<file path="src/design/dense_layer_forward_core_defines.svh">
// Assertion helpers used by the asserting RTL file dense_layer_forward_core.sv.
`ifndef DENSE_LAYER_FORWARD_CORE_DEFINES_SVH
`define DENSE_LAYER_FORWARD_CORE_DEFINES_SVH

`ifndef SYNTHESIS
// same-cycle implication
`define DLF_ASSERT_SAME(lbl, ante, cons) \
  lbl: assert property (@(posedge clk) disable iff (!rst_n) (ante) |-> (cons)) \
    else $error("dlf assertion failed");
// next-cycle implication
`define DLF_ASSERT_NEXT(lbl, ante, cons) \
  lbl: assert property (@(posedge clk) disable iff (!rst_n) (ante) |=> (cons)) \
    else $error("dlf assertion failed");
`else
`define DLF_ASSERT_SAME(lbl, ante, cons)
`define DLF_ASSERT_NEXT(lbl, ante, cons)
`endif

`endif

</file>
<file path="src/design/dlf_pkg.sv">
package dlf_pkg;

  localparam int DATA_W = 16;
  localparam int PROD_W = 2 * DATA_W;
  localparam int ACC_W  = 40;
  localparam int RND_W  = ACC_W - 8;
  localparam int CNT_W  = 5;
  localparam int IDX_W  = 4;

  typedef enum logic [1:0] {
    OP_WEIGHT  = 2'd0,
    OP_BIAS    = 2'd1,
    OP_FEATURE = 2'd2,
    OP_NONE    = 2'd3
  } op_t;

  localparam logic [0:0] CFG_IN_USED  = 1'b0;
  localparam logic [0:0] CFG_OUT_USED = 1'b1;

  typedef enum logic [2:0] {
    S_IDLE,
    S_BIAS,
    S_MAC,
    S_DRAIN,
    S_RND,
    S_SAT
  } state_t;

  typedef struct packed {
    logic init;       // load accumulator with the bias term
    logic opd_valid;  // feature/weight operands valid this cycle
  } mac_ctl_t;

endpackage

</file>
<file path="src/design/dlf_mac.sv">
module dlf_mac import dlf_pkg::*; (
  input  logic                     clk,
  input  logic                     rst_n,
  input  mac_ctl_t                 ctl,
  input  logic signed [DATA_W-1:0] bias,
  input  logic signed [DATA_W-1:0] feat,
  input  logic signed [DATA_W-1:0] weight,
  output logic signed [ACC_W-1:0]  acc,
  output logic                     busy
);

  logic signed [PROD_W-1:0] prod_r;
  logic                     prod_vld_r;
  logic signed [ACC_W-1:0]  acc_r;

  always_ff @(posedge clk) begin
    if (!rst_n) begin
      prod_vld_r <= 1'b0;
    end else begin
      prod_vld_r <= ctl.opd_valid;
    end
  end

  always_ff @(posedge clk) begin
    prod_r <= feat * weight;
    if (ctl.init) begin
      // bias is Q8.8, accumulator is Q.16
      acc_r <= {{(ACC_W-DATA_W-8){bias[DATA_W-1]}}, bias, 8'd0};
    end else if (prod_vld_r) begin
      acc_r <= acc_r + {{(ACC_W-PROD_W){prod_r[PROD_W-1]}}, prod_r};
    end
  end

  assign acc  = acc_r;
  assign busy = prod_vld_r;

endmodule

</file>
<file path="config.mk">
export PLATFORM = sky130hd
export DESIGN_NAME = dlf_mac
export DESIGN_NICKNAME = d
export VERILOG_FILES = /design/src/design/dense_layer_forward_core_defines.svh /design/src/design/dlf_pkg.sv /design/src/design/dlf_mac.sv
export SDC_FILE = /design/constraint.sdc
export NUM_CORES = 1
export LEC_CHECK = 0
export BUFFER_PORTS_ARGS = -buffer_cell sky130_fd_sc_hd__buf_2
export CAP_MARGIN = 20
export CORE_MARGIN = 2
export CORE_UTILIZATION = 40
export CTS_BUF_LIST = sky130_fd_sc_hd__clkbuf_4 sky130_fd_sc_hd__clkbuf_8 sky130_fd_sc_hd__clkbuf_16
export CTS_CLUSTER_DIAMETER = 30
export DETAILED_ROUTE_END_ITERATION = 10
export SETUP_SLACK_MARGIN = 0.4
export SKIP_CTS_REPAIR_TIMING = 1
export SYNTH_ARGS = -nofsm -noshare
export SYNTH_HDL_FRONTEND = slang
export SYNTH_SLANG_ARGS = --single-unit
</file>
<file path="constraint.sdc">
create_clock -name clk -period 22.5 [get_ports clk]
set_input_delay 5.625 -clock clk [delete_from_list [all_inputs] [get_ports clk]]
set_output_delay 5.625 -clock clk [all_outputs]
set_load 0.02 [all_outputs]
</file>
==> reports/metrics.cfg, run 1 <==
[status]
status = finished, final reports clean

[layout]
n_antenna_cell = 0
drive_gt1_frac = 0.07891
syn_to_final_growth_pct = 8.053
nFillCells = 3371
nets = 2015
stdcell_count = 2039

[floorplan]
pin_count = 93
dieArea_um2 = 36750
die_h_um = 191.7
core_area_um2 = 34630
die_w_um = 191.7
fp-row-count = 68
start_util = 0.4070

[synthesis]
ys_async_sr_fraction = 0
yosys-top-cells-count = inv_1, fa_1, nand2_1
yosysTopAreaCellShare = 0.3736
netlist.top_cell.by_area = fa_1
syn_area_um2 = 14090
syn_area_per_cell_um2 = 9.247
yosysUniqueCellTypes = 58
ys_top_cells_by_area = fa_1, ha_1, inv_1, edfxtp_1, dfxtp_1
synth_warnings = 0
synth_most_common_cell = inv_1
synth_edf_count = 32
synth_ff_type = dfxtp_1
seq_area_frac_synth = 0.1264
synth_cells = 1524
synth_fp_nets = 1960
ys_ff_latch = 73

[drt]
vias = 10287
drtIter0Drc = 451
routed_wl_um = 34070
drc_errors = 0
post_drt_wl_per_cell_um = 16.71
vias_per_cell = 5.045
drt-pass1-iter-count = 5
drtAntennaViolNets = 0

[timing]
timing_hold_violations_final = 0
finalCriticalPeriod_ns = 11.46
setup_viol = 0
slew_headroom = 0.4443
slew_violations = 0
min_period_over_period = 0.5095
fin_skew_ns = 0.01150
fmax_mhz = 87.24
rsz0062_at_grt = false
max_slew.worst_pin.slew_ns = 0.8248
setup_tns_ns = 0

[worst_hold_path]
hold_path_class = register to register

[placement]
port_buffers = 92
hpwl_um = 28600
dpl.cell_count = 2022
routabilityCongestion = 0.8909

[worst_setup_path]
required_ns = 22.75
start_kind = primary input
crit_fanout = 16
crit_top_cell = fa_1
critPathKind = primary input to register
critPathArrivalTime_ns = 11.72
path_buf_inv = 4
worst_path_max_delay_cell = fa_1
slowest_delay_ns = 0.89
cp_top_family = adder cells
cp-end-kind = register
path_cells = buf_2, nand2_1, inv_1, fa_1, fa_1, fa_1, fa_1, fa_1, inv_1, fa_1, inv_1, ha_1, or4_1, o21ai_0, a21oi_1, a41oi_2, a21oi_1, a311o_1, a21oi_1, xnor2_1

[global_route]
antenna_found_initial = 0
track_usage = 0.1927
grt_max_degree = 34
grt_overflow = 0
grt_pass1_wl_um = 55990
grt_pass1_vias = 10583

[clock_network]
cts_tree = done
insertion_delay_ns = 0.34
ctsHtreeMaxLevel = 3
numCtsBuffers = 9
cts_sinks = 73
clkTransAtPathRegs_ns = 0.06
clk_path_buf_depth = 2
cts_root_buf = clkbuf_16

[job]
drv_cap = 0

==> placed cells by master (no fill, tap or decap), drive strengths merged, types with 7 or more instances in the layout <==
cell / instances
nand2: 157
nor2b: 8
nor3: 10
and2: 129
o21a: 12
nand2b: 16
xnor2: 46
edfxtp: 32
a21oi: 57
mux2i: 7
dfxtp: 41
nand3: 16
o21ai: 59
clkbuf: 10
a211oi: 10
o21bai: 8
inv: 292
xor2: 26
nor2: 59
a21o: 44
buf: 93
ha: 121
fa: 263
==> cell type report <==
type / count / area, µm² / area share
Clock buffer: 10 / 232.7 / 0.01528
Clock inverter: 6 / 41.29 / 0.002712
Inverter: 289 / 1085 / 0.07124
Multi-Input combinational cell: 1113 / 11040 / 0.7251
Sequential cell: 73 / 1782 / 0.1170
Tap cell: 455 / 569.3 / 0.03739
Timing Repair Buffer: 93 / 475.5 / 0.03122
==> per-layer routing <==
| metal | GRT usage | wire length [µm] | part of all wire |
|---|---|---|---|
| met5 | 0 | 0 | 0 |
| met4 | 0.03698 | 410 | 0.012 |
| met3 | 0.01973 | 1945 | 0.057 |
| met2 | 0.3114 | 15300 | 0.45 |
| met1 | 0.2815 | 16420 | 0.48 |
==> worst register-to-register path, delay by kind of cell (launching register included) <==
family,cells,cell delay (ns)
AOI/OAI and AO/OA,7,2.06
muxes,1,0.21
and+or+nand+nor,2,0.32
DFF,1,0.44
adders and majority gates,1,0.41
==> metrics by stage <==
stage	hold WS [ns]	instance area, µm²	util	setup WS, ns
after global routing	0.5631	15230	0.4397	10.66
after global placement	0.4981	14940	0.4314	10.81
after CTS	0.5278	15210	0.4393	11.05
final	0.5240	15230	0.4397	11.04
after floorplan	0.5507	14090	-	11.08
after detailed placement	0.5106	14940	0.4314	10.69
==> state kept, by name (all words and copies together) (netlist names) <==
name	count
acc	40
busy	1
prod_r	32
==> logic make-up after synthesis <==
logic type | Yosys count | share of synthesized area
AOI/OAI and AO/OA | 230 | 0.1064
DFF | 73 | 0.1264
xor gates and xnor gates | 72 | 0.04475
and+or+nand+nor | 420 | 0.1464
muxes | 7 | 0.004972
adders and majority gates | 384 | 0.4810
buffers and inverters | 338 | 0.09003
==> path summary, 6_finish.rpt <==
path,start,endpoint,slack [ns],cells past startpoint
setup / recovery,weight[1],prod_r[31],11.04,20
hold / removal,acc[1],acc[1],0.52,2
setup reg to reg,acc[15],acc[36],18.78,11
hold reg to reg,acc[1],acc[1],0.52,2
Power of run 1 is left out: the tool's default activity adds up to more than one toggle a clock period on the data nets, which glitch-free logic cannot reach.
==> run 2, diff against run 1 <==
--- a/config.mk
+++ b/config.mk
@@ -5,6 +5,7 @@
 export SDC_FILE = /design/constraint.sdc
 export NUM_CORES = 1
 export LEC_CHECK = 0
+export ABC_AREA = 1
 export BUFFER_PORTS_ARGS = -buffer_cell sky130_fd_sc_hd__buf_2
 export CAP_MARGIN = 20
 export CORE_MARGIN = 2
==> constraint.sdc (replaced) <==
create_clock -name clk -period 9.5 [get_ports clk]
set_input_delay 2.375 -clock clk [delete_from_list [all_inputs] [get_ports clk]]
set_output_delay 2.375 -clock clk [all_outputs]
set_load 0.02 [all_outputs]
==> run 2 against run 1 <==
Against the previous run: clock skew down 0.0026 ns; non-clock buffer count unchanged; core utilization down 0.16 points; sequential cell count unchanged; design area up 12%; largest cell class unchanged; global-route usage up 2.9 points.
==> reports/metrics.cfg, run 2 <==
[clock_network]
cts_sinks = 73  ; unchanged
clkTransAtPathRegs_ns = 0.07  ; was 0.06 ns
clk_path_buf_depth = 2  ; unchanged
numCtsBuffers = 9  ; unchanged
cts_root_buf = clkbuf_16  ; unchanged
ctsHtreeMaxLevel = 3  ; unchanged
cts_tree = done  ; unchanged
insertion_delay_ns = 0.35  ; was 0.34 ns

[drt]
drc_errors = 0  ; unchanged
vias_per_cell = 4.762  ; was 5.045
routed_wl_um = 43010  ; was 34070 µm
vias = 13267  ; was 10287
drtIter0Drc = 672  ; was 451
drt-pass1-iter-count = 6  ; was 5
post_drt_wl_per_cell_um = 15.44  ; was 16.71 µm
drtAntennaViolNets = 0  ; unchanged

[floorplan]
die_h_um = 203.1  ; was 191.7 µm
pin_count = 93  ; unchanged
core_area_um2 = 38920  ; was 34630 µm²
fp-row-count = 72  ; was 68
start_util = 0.4075  ; was 0.4070
die_w_um = 203.1  ; was 191.7 µm
dieArea_um2 = 41250  ; was 36750 µm²

[placement]
routabilityCongestion = 0.9423  ; was 0.8909
port_buffers = 92  ; unchanged
hpwl_um = 37360  ; was 28600 µm

[worst_setup_path]
reg2reg_slack_ns = 6.58  ; was 18.78 ns
cp_top_family = adder cells  ; unchanged
crit_fanout = 16  ; unchanged
worst_path_max_delay_cell = fa_1  ; unchanged
worstReg2RegStart = acc[0]  ; was acc[15]
cp-end-kind = register  ; unchanged
worst-r2r-cell-count = 15  ; was 11
startpoint = weight[2]  ; was weight[1]
required_ns = 9.74  ; was 22.75 ns
crit_top_cell = fa_1  ; unchanged
critPathArrivalTime_ns = 7.88  ; was 11.72 ns
slowest_delay_ns = 0.90  ; was 0.89 ns
cp.depth = 19  ; was 20
path_buf_inv = 4  ; unchanged
path_cells = buf_2, nand2_1, inv_1, fa_1, fa_1, fa_1, fa_1, fa_1, inv_1, fa_1, inv_1, ha_1, nand2_1, nand2_1, o21bai_1, a211oi_1, nand3_1, nand2_1, nand2_1  ; was buf_2, nand2_1, inv_1, fa_1, fa_1, fa_1, fa_1, fa_1, inv_1, fa_1, inv_1, ha_1, or4_1, o21ai_0, a21oi_1, a41oi_2, a21oi_1, a311o_1, a21oi_1, xnor2_1
start_kind = primary input  ; unchanged
worst_r2r_endpoint = acc[22]  ; was acc[36]
critPathKind = primary input to register  ; unchanged
cp-endpoint = prod_r[28]  ; was prod_r[31]

[synthesis]
synth_fp_nets = 2660  ; was 1960
synth_cells = 2224  ; was 1524
syn_area_per_cell_um2 = 7.130  ; was 9.247 µm²
ys_ff_latch = 73  ; unchanged
synth_most_common_cell = nand2_1  ; was inv_1
seq_area_frac_synth = 0.1124  ; was 0.1264
netlist.top_cell.by_area = fa_1  ; unchanged
yosys-top-cells-count = nand2_1, inv_1, fa_1  ; was inv_1, fa_1, nand2_1
synth_ff_type = dfxtp_1  ; unchanged
yosysTopAreaCellShare = 0.3320  ; was 0.3736
ys_async_sr_fraction = 0  ; unchanged
synth_edf_count = 32  ; unchanged
syn_area_um2 = 15860  ; was 14090 µm²
ys_top_cells_by_area = fa_1, nand2_1, inv_1, ha_1, edfxtp_1  ; was fa_1, ha_1, inv_1, edfxtp_1, dfxtp_1
synth_warnings = 0  ; unchanged
yosysUniqueCellTypes = 40  ; was 58

[global_route]
track_usage = 0.2212  ; was 0.1927
grt_pass1_wl_um = 72500  ; was 55990 µm
grt_pass1_vias = 14224  ; was 10583
grt_max_degree = 40  ; was 34
grt_overflow = 0  ; unchanged
antenna_found_initial = 0  ; unchanged

[layout]
syn_to_final_growth_pct = 7.519  ; was 8.053%
final_cell_mix = nand2_1, inv_1, fa_1, nor2_1, ha_1  ; was inv_1, fa_1, nand2_1, and2_1, ha_1
final_common_cell = nand2_1  ; was inv_1
largest_reg_flops = 40  ; unchanged
drive_gt1_frac = 0.05908  ; was 0.07891
nets = 2699  ; was 2015
n_antenna_cell = 0  ; unchanged

[timing]
slew_violations = 0  ; unchanged
timing_hold_violations_final = 0  ; unchanged
rsz0062_at_grt = false  ; unchanged
fin_skew_ns = 0.008880  ; was 0.01150 ns
max_slew.worst_pin.slew_ns = 0.9657  ; was 0.8248 ns
setup_tns_ns = 0  ; unchanged
setup_viol = 0  ; unchanged
slew_headroom = 0.3562  ; was 0.4443
finalCriticalPeriod_ns = 7.639
min_period_over_period = 0.8041
fmax_mhz = 130.9

[status]
status = finished, final reports clean  ; unchanged

[job]
drv_cap = 0  ; unchanged

[worst_hold_path]
hold_path_class = register to register  ; unchanged

[run 2: worst min-delay path by stage]
stage	to	cells past startpoint	slack (ns)	start
6_report	acc[0]	2	0.50	busy
5_1_grt	acc[0]	2	0.52	acc[0]
4_1_cts	acc[3]	2	0.50	acc[3]
3_5_place_dp	acc[3]	2	0.49	acc[3]
3_3_place_gp	acc[0]	2	0.47	acc[0]
2_1_floorplan	acc[0]	2	0.55	busy
[run 2: final cells by class]
class | count | area (µm²)
Inverter | 596 | 2237
Sequential cell | 73 | 1782
Clock buffer | 10 | 250.2
Tap cell | 518 | 648.1
Fill cell | 4087 | 21870
Timing Repair Buffer | 93 | 467.9
Clock inverter | 6 | 70.07
Multi-Input combinational cell | 1490 | 11590
[run 2: kinds of logic after synthesis]
group,after synthesis,synth area share
flops,73,0.1124
simple gates,951,0.2412
buf+inv,661,0.1566
compound gates,117,0.04134
fa+ha+maj,384,0.4275
xor+xnor,38,0.02099
[run 2: per-layer routing]
metal	part of all wire	vias to the layer above	GRT usage
met5	0	-	0
met4	0.016	0	0.04562
li1	-	6531	-
met1	0.45	6403	0.2962
met2	0.48	289	0.3860
met3	0.053	44	0.02584
[run 2: stage by stage]
stage               cell area, µm²  hold slack [ns]  setup WS, ns  cells  utilization
detailed placement           16730           0.4904         1.451   2770       0.4299
floorplan                    15860           0.5510         1.905   2224            -
global route                 17050           0.5225         1.512   2786       0.4381
finish                       17050           0.4957         1.861   2786       0.4381
CTS                          17050           0.5007         1.811   2786       0.4381
global placement             16730           0.4711         1.551   2770       0.4299
[run 2: worst min-delay path, cell delays in order, from the launching register on]
cell and delay (ns):
dfxtp_1 0.33, nand2_1 0.06, a21oi_1 0.05
Power of run 2 is left out for the same reason.
==> run 3, diff against run 2 <==
==> constraint.sdc (replaced) <==
create_clock -name clk -period 7.7 [get_ports clk]
set_input_delay 1.925 -clock clk [delete_from_list [all_inputs] [get_ports clk]]
set_output_delay 1.925 -clock clk [all_outputs]
set_load 0.02 [all_outputs]
==> run 3 against run 2 <==
Against the previous run: clock skew is 0.0010 ns lower; first-iteration DRC count increased by 25%; sequential share of layout area about the same; worst setup slack lost 1.1 ns; critical path depth is 1 higher; register-to-register slack worse by 1.8 ns; core utilization increased by 0.15 points; global-route usage about the same; routed wire length up 0.16%; sequential cell count did not move; largest cell class unchanged.
==> reports/metrics.cfg, run 3 (synthesized netlist as in run 2, its figures left out) <==
[timing]
max_slew.worst_pin.slew_ns = 0.9719  ; was 0.9657 ns
slew_violations = 0  ; unchanged
timing_hold_violations_final = 0  ; unchanged
slew_headroom = 0.3520  ; was 0.3562
min_period_over_period = 0.9069
rsz0062_at_grt = false  ; unchanged
setup_tns_ns = 0  ; unchanged
finalCriticalPeriod_ns = 6.983
setup_viol = 0  ; unchanged
fmax_mhz = 143.2
fin_skew_ns = 0.007877  ; was 0.008880 ns

[worst_setup_path]
critPathKind = primary input to register  ; unchanged
worst_path_max_delay_cell = fa_1  ; unchanged
startpoint = weight[2]  ; unchanged
required_ns = 7.96  ; was 9.74 ns
worstReg2RegStart = acc[0]  ; unchanged
critPathArrivalTime_ns = 7.24  ; was 7.88 ns
crit_fanout = 10  ; was 16
cp-end-kind = register  ; unchanged
slowest_delay_ns = 0.55  ; was 0.90 ns
crit_top_cell = fa_1  ; unchanged
start_kind = primary input  ; unchanged
path_cells = buf_2, buf_4, nand2_1, fa_1, fa_1, fa_1, inv_1, fa_1, fa_1, inv_1, fa_1, inv_1, ha_1, nand2_1, nor2_1, inv_1, nor2_1, nand4_1, nand3_1, xor2_1  ; was buf_2, nand2_1, inv_1, fa_1, fa_1, fa_1, fa_1, fa_1, inv_1, fa_1, inv_1, ha_1, nand2_1, nand2_1, o21bai_1, a211oi_1, nand3_1, nand2_1, nand2_1

[placement]
port_buffers = 92  ; unchanged
dpl.cell_count = 2777  ; was 2770
hpwl_um = 37540  ; was 37360 µm
routabilityCongestion = 0.9545  ; was 0.9423

[floorplan]
core_area_um2 = 38920  ; unchanged
fp-row-count = 72  ; unchanged
dieArea_um2 = 41250  ; unchanged
die_h_um = 203.1  ; unchanged
pin_count = 93  ; unchanged
die_w_um = 203.1  ; unchanged
start_util = 0.4075  ; unchanged

[drt]
routed_wl_um = 43080  ; was 43010 µm
drtIter0Drc = 838  ; was 672
drc_errors = 0  ; unchanged
post_drt_wl_per_cell_um = 15.41  ; was 15.44 µm
vias = 13309  ; was 13267
vias_per_cell = 4.760  ; was 4.762
drt-pass1-iter-count = 5  ; was 6
drtAntennaViolNets = 0  ; unchanged

[layout]
largest_reg_flops = 40  ; unchanged
syn_to_final_growth_pct = 7.890  ; was 7.519%
nets = 2709  ; was 2699
stdcell_count = 2796  ; was 2786
nFillCells = 4153  ; was 4087
final_common_cell = nand2_1  ; unchanged
drive_gt1_frac = 0.06409  ; was 0.05908
fin_util = 0.4396  ; was 0.4381
final_cell_mix = nand2_1, inv_1, fa_1, nor2_1, ha_1  ; unchanged
n_antenna_cell = 0  ; unchanged

[clock_network]
ctsHtreeMaxLevel = 3  ; unchanged
numCtsBuffers = 9  ; unchanged
cts_sinks = 73  ; unchanged
cts_tree = done  ; unchanged
clkTransAtPathRegs_ns = 0.06  ; was 0.07 ns
clk_path_buf_depth = 2  ; unchanged
insertion_delay_ns = 0.35  ; about the same
cts_root_buf = clkbuf_16  ; unchanged

[job]
drv_cap = 0  ; unchanged

[status]
status = finished, final reports clean  ; unchanged

[global_route]
grt_overflow = 0  ; unchanged
track_usage = 0.2212  ; about the same
grt_pass1_wl_um = 72120  ; was 72500 µm
grt_pass1_vias = 14055  ; was 14224
grt_max_degree = 40  ; unchanged
antenna_found_initial = 0  ; unchanged

[worst_hold_path]
min-delay-start = acc[0]  ; was busy
hold_path_class = register to register  ; unchanged

## run 3: cell type report
type	instances	area, µm²	share of cell area
multi-input cells	1490	11600	0.6781
inverters	596	2237	0.1308
flip-flops and latches	73	1782	0.1041
well taps	518	648.1	0.03788
repair buffers	103	545.5	0.03189
clock buffers	9	225.2	0.01316
clock inverters	7	70.07	0.004095
## run 3: critical path: cells and delay by family
family | cells | cell delay [ns]
xor gates and xnor gates | 1 | 0.23
and+or+nand+nor | 6 | 0.89
adders and majority gates | 7 | 3.43
buffers and inverters | 6 | 0.76
## run 3: routing by layer
metal / routed length [µm] / track usage
met1: 19770 / 0.2979
met2: 20320 / 0.3816
met3: 2185 / 0.02311
met4: 812 / 0.05474
met5: 0 / 0
## run 3: final timing paths
| kind | end | slack [ns] | cells past startpoint |
|---|---|---|---|
| worst max register to register | acc[32] | 4.82 | 15 |
| worst min-delay path | acc[0] | 0.48 | 2 |
| worst min register to register | acc[0] | 0.48 | 2 |
| worst max-delay path | prod_r[23] | 0.72 | 20 |
## run 3: through the flow
stage	hold slack, ns	worst slack, ns	cell area [µm²]
floorplan	0.5510	0.5548	15860
global placement	0.4654	0.2343	16780
detailed placement	0.4805	0.1961	16780
CTS	0.4878	0.5764	17080
global route	0.5109	0.4205	17110
finish	0.4843	0.7171	17110
Power of run 3 is left out for the same reason.
